<file path="config.mk">
export PLATFORM = sky130hd
export DESIGN_NAME = qvr_round_sat
export DESIGN_NICKNAME = d
export VERILOG_FILES = /design/src/rtl/qvr_pkg.sv /design/src/rtl/qvr_round_sat.sv
export SDC_FILE = /design/constraint.sdc
export NUM_CORES = 1
export LEC_CHECK = 0
export ABC_AREA = 1
export ABC_CLOCK_PERIOD_IN_PS = 2700
export BUFFER_PORTS_ARGS = -buffer_cell sky130_fd_sc_hd__buf_2
export CORE_UTILIZATION = 47
export DETAILED_ROUTE_END_ITERATION = 8
export GPL_ROUTABILITY_DRIVEN = 0
export PLACE_DENSITY_LB_ADDON = 0.08
export SLEW_MARGIN = 20
export SYNTH_ARGS = -nofsm -noshare
export SYNTH_HDL_FRONTEND = slang
export SYNTH_SLANG_ARGS = --single-unit
</file>
<file path="constraint.sdc">
create_clock -name vclk -period 2.7
set_clock_uncertainty 0.1 [all_clocks]
set_input_delay 0.135 -clock vclk [all_inputs]
set_output_delay 0.135 -clock vclk [all_outputs]
set_load 0.02 [all_outputs]
</file>
<file path="src/rtl/qvr_pkg.sv">
// Shared types, widths and constants of the quaternion vector rotation block.
package qvr_pkg;

  localparam int unsigned DataW     = 32;
  localparam int unsigned CfgIdxW   = 3;
  localparam int unsigned NumStages = 10;

  localparam int unsigned Sum1W     = DataW + 1;
  localparam int unsigned Prod1W    = 2 * Sum1W;
  localparam int unsigned Acc1W     = Prod1W + 4;
  localparam int unsigned PartW     = Prod1W;
  localparam int unsigned PSumW     = PartW + 1;
  localparam int unsigned QSumW     = Sum1W + 1;
  localparam int unsigned SplitW    = 33;
  localparam int unsigned HiW       = PSumW - SplitW;
  localparam int unsigned Prod2W    = HiW + QSumW;
  localparam int unsigned Acc2W     = 104;
  localparam int unsigned FracShift = 60;
  localparam int unsigned RndW      = Acc2W - FracShift;

  typedef logic signed [DataW-1:0]  word_t;
  typedef logic signed [Sum1W-1:0]  sum1_t;
  typedef logic signed [Prod1W-1:0] prod1_t;
  typedef logic signed [Acc1W-1:0]  acc1_t;
  typedef logic signed [PartW-1:0]  part_t;
  typedef logic signed [PSumW-1:0]  psum_t;
  typedef logic signed [QSumW-1:0]  qsum_t;
  typedef logic signed [Prod2W-1:0] prod2_t;
  typedef logic signed [Acc2W-1:0]  acc2_t;
  typedef logic signed [RndW-1:0]   rnd_t;

  localparam word_t WordMax    = {1'b0, {(DataW-1){1'b1}}};
  localparam word_t WordMin    = {1'b1, {(DataW-1){1'b0}}};
  localparam word_t QuatWReset = word_t'(32'h4000_0000);
  localparam acc2_t RoundBias  = acc2_t'(1) <<< (FracShift - 1);

  typedef enum logic [CfgIdxW-1:0] {
    CFG_QUAT_W = 3'd0,
    CFG_QUAT_X = 3'd1,
    CFG_QUAT_Y = 3'd2,
    CFG_QUAT_Z = 3'd3
  } cfg_idx_e;

  typedef struct packed {
    word_t vec_x;
    word_t vec_y;
    word_t vec_z;
  } vec_t;

  typedef struct packed {
    word_t rot_x;
    word_t rot_y;
    word_t rot_z;
    logic  overflow;
  } rot_t;

endpackage

</file>
<file path="src/rtl/qvr_round_sat.sv">
// Round to nearest Q16.16 and saturate one rotated component.
module qvr_round_sat (
  input  qvr_pkg::acc2_t acc_i,
  output qvr_pkg::word_t rot_o,
  output logic           ovf_o
);

  qvr_pkg::acc2_t biased;
  qvr_pkg::rnd_t  rnd;
  logic [qvr_pkg::RndW-qvr_pkg::DataW:0] upper;

  assign biased = acc_i + qvr_pkg::RoundBias;
  assign rnd    = biased[qvr_pkg::Acc2W-1:qvr_pkg::FracShift];
  assign upper  = rnd[qvr_pkg::RndW-1:qvr_pkg::DataW-1];
  assign ovf_o  = !((&upper) || !(|upper));

  always_comb begin
    if (!ovf_o) begin
      rot_o = rnd[qvr_pkg::DataW-1:0];
    end else if (rnd[qvr_pkg::RndW-1]) begin
      rot_o = qvr_pkg::WordMin;
    end else begin
      rot_o = qvr_pkg::WordMax;
    end
  end

endmodule

</file>
==> reports/results.ini, run 1 <==
[status]
status = complete, no violations

[timing]
timing.slew.headroom_pct = 73.7
fmax_mhz = 401
period_minus_slack_ns = 2.49
holdWs_ns = 0.594
rsz0062_at_grt = false
setup_viol = 0
drv_slew = 0
tns_ns = 0
timing_hold_violations_final = 0
max_slew.worst_pin.slew_ns = 0.393
finalCritPeriodShare_pct = 92.3

[logic_synthesis]
syn_area_per_cell_um2 = 4.66
ys_types = 17
synthCells = 412
syn_area_um2 = 1920
synth_top_area_cell = nand2_1
synth_top_area_share_pct = 37.3
yosys_warnings = 0
syn_nets = 517
synth.area.top_cells = nand2_1 37%, nor2_1 16%, nand3_1 7.3%
yosysSeqAreaShare_pct = 0

[clock_tree]
hold_buffers = 0

[setup_path]
end_kind = primary output
start_kind = primary input
cp_max_fo = 31
crit_type = primary input to primary output
arrival_ns = 2.26
cp.required_ns = 2.47

[grt]
grt_pass1_vias = 2366
antenna_found_initial = 0
grt_pass1_wl_um = 10500
grt_usage_pct = 30.3
grt_max_degree = 33
overflow = 0

[run]
cap_violations = 0

[pwr]
irDropWorstVdd_uv = 73.3
power.leakage_nw = 1.21
powerDensity_nw_per_um2 = 100

[drt]
ant_nets = 0
dr_total_vias = 2794
vias_per_cell = 5.13
drc = 0
drt_wl_total_um = 6690
drt_iter0_markers = 228
wl_per_cell_um = 12.3
drt-pass1-iter-count = 5

[finish]
n_sequential_cell = 0
multi_input_area_um2 = 1770
num-nets-final = 604
drive_gt1_share_pct = 23.1
num_antenna_cells = 0
clkbuf_count = 0
fill_cells = 409
areaGrowthSynthToFinish_pct = 26.6
ff_latch_area_um2 = 0

[floorplan]
dieArea_um2 = 4350
rows = 22
core_um2 = 3800
die_w_um = 65.9
die_y_um = 65.9
start_util_pct = 50.6
pin_count = 137

[placement]
dp_hpwl_um = 5390
numPortBuffers = 78

[worst_hold_path]
hold_path.class = primary input to primary output

## per-layer routing
layer  up-vias  share of wire (%)  global-route usage (%)
met3         8                 10                    2.07
met5         -                  0                       0
met1      1184                 46                    43.0
li1       1446                  -                       -
met4         0               0.97                    2.66
met2       156                 43                    51.3
## kinds of logic after synthesis
| logic type | count (synthesis) | synth area share [%] |
|---|---|---|
| AO/OA/AOI/OAI | 2 | 0.520 |
| AND/OR/NAND/NOR | 342 | 75.6 |
| XOR/XNOR | 30 | 13.7 |
| buffers and inverters | 37 | 9.57 |
| adder cells (fa/ha/maj) | 1 | 0.651 |
## per-stage QoR
| stage | cells | power, W | setup WS, ns | util [%] | area, um^2 |
|---|---|---|---|---|---|
| after floorplan | 412 | 0.000137 | 0.694 | - | 1920 |
| final | 545 | 0.000244 | 0.208 | 64.1 | 2430 |
| after CTS | 537 | 0.000239 | 0.176 | 62.0 | 2350 |
| after global routing | 545 | 0.000268 | 0.00836 | 64.1 | 2430 |
| after detailed placement | 537 | 0.000237 | 0.178 | 62.0 | 2350 |
| after global placement | 537 | 0.000235 | 0.215 | 62.0 | 2350 |
## layout make-up
cell class	count	area share, %
timing repair buffer	89	19.9
inverter	31	4.78
tap	48	2.47
multi-input combinational	377	72.8
## where the power goes
| part | switching, W | internal [W] |
|---|---|---|
| registers | 0 | 0 |
| clock network | 0 | 0 |
| logic | 0.000157 | 0.0000862 |
| total | 0.000157 | 0.0000862 |
## what timing repair did
item,4_1_cts,5_1_grt
resized for setup,0,3
setup buffers,0,6
setup endpoints to repair,0,32
## Yosys cell counts (all sizes together)
library cell / instances
nand2: 199
nor2: 93
nand3: 32
inv: 31
xor2: 16
nand4: 15
xnor2: 14
buf: 6
nor3: 3
o21ai: 2
ha: 1
## critical path, stage by stage
cell	delay [ns]
buf_2	0.14
nand2_1	0.08
nor2_1	0.21
nand2_1	0.10
nor2_1	0.34
nand3_1	0.12
nand2_1	0.08
nand2_1	0.09
nor2_1	0.10
nand2_1	0.07
nor2_2	0.11
nand2_2	0.14
nand3_2	0.13
buf_12	0.17
nand2_1	0.07
buf_2	0.15
## worst paths after layout
path                       from   endpoint  slack [ns]  cells past startpoint
worst max-delay path  acc_i[71]  rot_o[28]        0.21                     16
worst min-delay path  acc_i[74]  rot_o[14]        0.59                      5
## layout by cell type, fill, tap and decap left out, types with 3 or more instances in the layout
cell type / netlist / final
buf_2: 0 / 78
nand3_2: 4 / 4
nand2_2: 7 / 7
nand3_1: 28 / 28
xnor2_1: 14 / 14
nor3_1: 3 / 3
nor2_1: 82 / 82
nand2_1: 191 / 191
nor2_2: 8 / 8
nor2_4: 3 / 4
inv_1: 31 / 31
buf_4: 0 / 10
xor2_1: 16 / 16
nand4_1: 15 / 15
No activity file was read; power rests on OpenSTA's default activity.
==> run 2: changes to the inputs <==
- REMOVE_ABC_BUFFERS: default -> 1
==> reports/results.ini, run 2 (synthesis gave the netlist of run 1 again) <==
[timing]
drv_slew = 0  ; unchanged
max_slew.worst_pin.slew_ns = 0.309  ; -0.0837 ns
timing_hold_violations_final = 0  ; unchanged
fmax_mhz = 412  ; +2.6%
finalCritPeriodShare_pct = 90.0  ; -2.3 points
tns_ns = 0  ; unchanged
period_minus_slack_ns = 2.43  ; -0.0623 ns
holdWs_ns = 0.593  ; -0.00175 ns
setup_viol = 0  ; unchanged
timing.slew.headroom_pct = 79.3  ; +5.6 points

[setup_path]
max_stage_delay_ns = 0.21  ; -0.13 ns
cp_slowest_cell = ha_1
arrival_ns = 2.19  ; -0.07 ns
crit_type = primary input to primary output
cp.required_ns = 2.47  ; about the same
start_kind = primary input
cp_max_fo = 14  ; -55%
crit_top_cell = nand2_1
path_cells = buf_2 > ha_1 > nand2_1 > nor2_4 > nand2_2 > nor2_4 > nand2_2 > nor2_1 > nand2_1 > nand2_1 > nand3_1 > nor2_2 > nand2_2 > nand3_2 > buf_4 > nand2_1 > buf_2
end_kind = primary output

[clock_tree]
hold_buffers = 0  ; unchanged

[drt]
drc = 0  ; unchanged
dr_total_vias = 2711  ; -3.0%
wl_per_cell_um = 11.5  ; -6.4%
drt_iter0_markers = 277  ; +21%
drt-pass1-iter-count = 5  ; unchanged
vias_per_cell = 5.00  ; -2.4%
drt_wl_total_um = 6220  ; -7.0%
ant_nets = 0  ; unchanged

[worst_hold_path]
hold_path.class = primary input to primary output

[placement]
dp_hpwl_um = 5380  ; -0.20%
numPortBuffers = 78  ; unchanged

[pwr]
p_int_w = 0.0000866  ; +0.44%
seqPwrFrac_pct = 0  ; unchanged
power.leakage_nw = 1.20  ; -1.0%
p_clk_share_pct = 0  ; unchanged
irDropWorstVdd_uv = 76.7  ; +4.6%
powerDensity_nw_per_um2 = 100  ; +0.32%
p_comb_share_pct = 100.0  ; about the same
switching_share_pct = 64.2  ; -0.41 points
netSwitchingPower_w = 0.000155  ; -1.3%

[run]
cap_violations = 0  ; unchanged

[finish]
layout_commonest_cell = nand2_1
drive_gt1_share_pct = 22.7  ; -0.47 points
clkbuf_count = 0  ; unchanged
num-nets-final = 601  ; -0.50%
n_sequential_cell = 0  ; unchanged
ff_latch_area_um2 = 0  ; unchanged
areaGrowthSynthToFinish_pct = 25.3
final_cell_mix = 191 x nand2_1, 81 x nor2_1, 78 x buf_2, 31 x inv_1, 28 x nand3_1
num_antenna_cells = 0  ; unchanged

[floorplan]
dieArea_um2 = 4350  ; unchanged
core_um2 = 3800  ; unchanged
start_util_pct = 50.6  ; unchanged
rows = 22  ; unchanged
die_y_um = 65.9  ; unchanged
die_w_um = 65.9  ; unchanged
pin_count = 137  ; unchanged

[grt]
grt_pass1_vias = 2238  ; -5.4%
antenna_found_initial = 0  ; unchanged
grt_max_degree = 33  ; unchanged
grt_pass1_wl_um = 10200  ; -2.7%
overflow = 0  ; unchanged
grt_usage_pct = 29.3  ; -0.97 points

[status]
status = complete, no violations

[run 2: changes by cell type in the layout (fill, tap and decap cells not counted)]
cell,delta
nor2_1,-1
ha_1,+1
nand2_4,-1
buf_4,-1
ha_2,-1
[run 2: through the flow]
stage          setup slack [ns]  area [um^2]  utilization (%)  total power, W  cells
2_1_floorplan             0.488         1850                -        0.000131    406
3_3_place_gp              0.203         2370             62.4        0.000237    539
3_5_place_dp              0.170         2370             62.4        0.000238    539
4_1_cts                   0.163         2370             62.4        0.000239    539
5_1_grt                -0.00345         2410             63.4        0.000266    542
6_report                  0.271         2410             63.4        0.000242    542
[run 2: power groups by stage]
stage / Sequential, W / Combinational (W) / Clock, W
2_1_floorplan: 0 / 0.000131 / 0
3_3_place_gp: 0 / 0.000237 / 0
3_5_place_dp: 0 / 0.000238 / 0
4_1_cts: 0 / 0.000239 / 0
5_1_grt: 0 / 0.000266 / 0
6_report: 0 / 0.000242 / 0
[run 2: repair_timing]
action,in CTS,in global routing
gates resized for setup,0,3
endpoints found under the setup margin,0,32
setup buffers,0,3
[run 2: critical path: cells and delay by family]
family,cells,cell delay (ns)
simple gates,13,1.38
buf+inv,3,0.44
fa+ha+maj,1,0.21
[run 2: area by class of cell]
class                      instances  area [um^2]
inverter                          31          116
tap                               48         60.1
timing repair buffer              88          478
fill                             428         1390
multi-input combinational        375         1750
[run 2: routing by layer]
metal / GRT usage (%) / wire length [um] / share of wire (%) / vias up
met3: 0 / 490 / 7.9 / 4
met5: 0 / 0 / 0 / -
met1: 42.8 / 3040 / 49 / 1140
met2: 50.4 / 2670 / 43 / 123
li1: - / - / - / 1444
met4: 1.06 / 24 / 0.39 / 0
[run 2: path summary, 6_finish.rpt]
path                  cells past startpoint       from  slack, ns        end
worst max-delay path                     17  acc_i[59]       0.27  rot_o[28]
worst min-delay path                      5  acc_i[63]       0.59   rot_o[3]
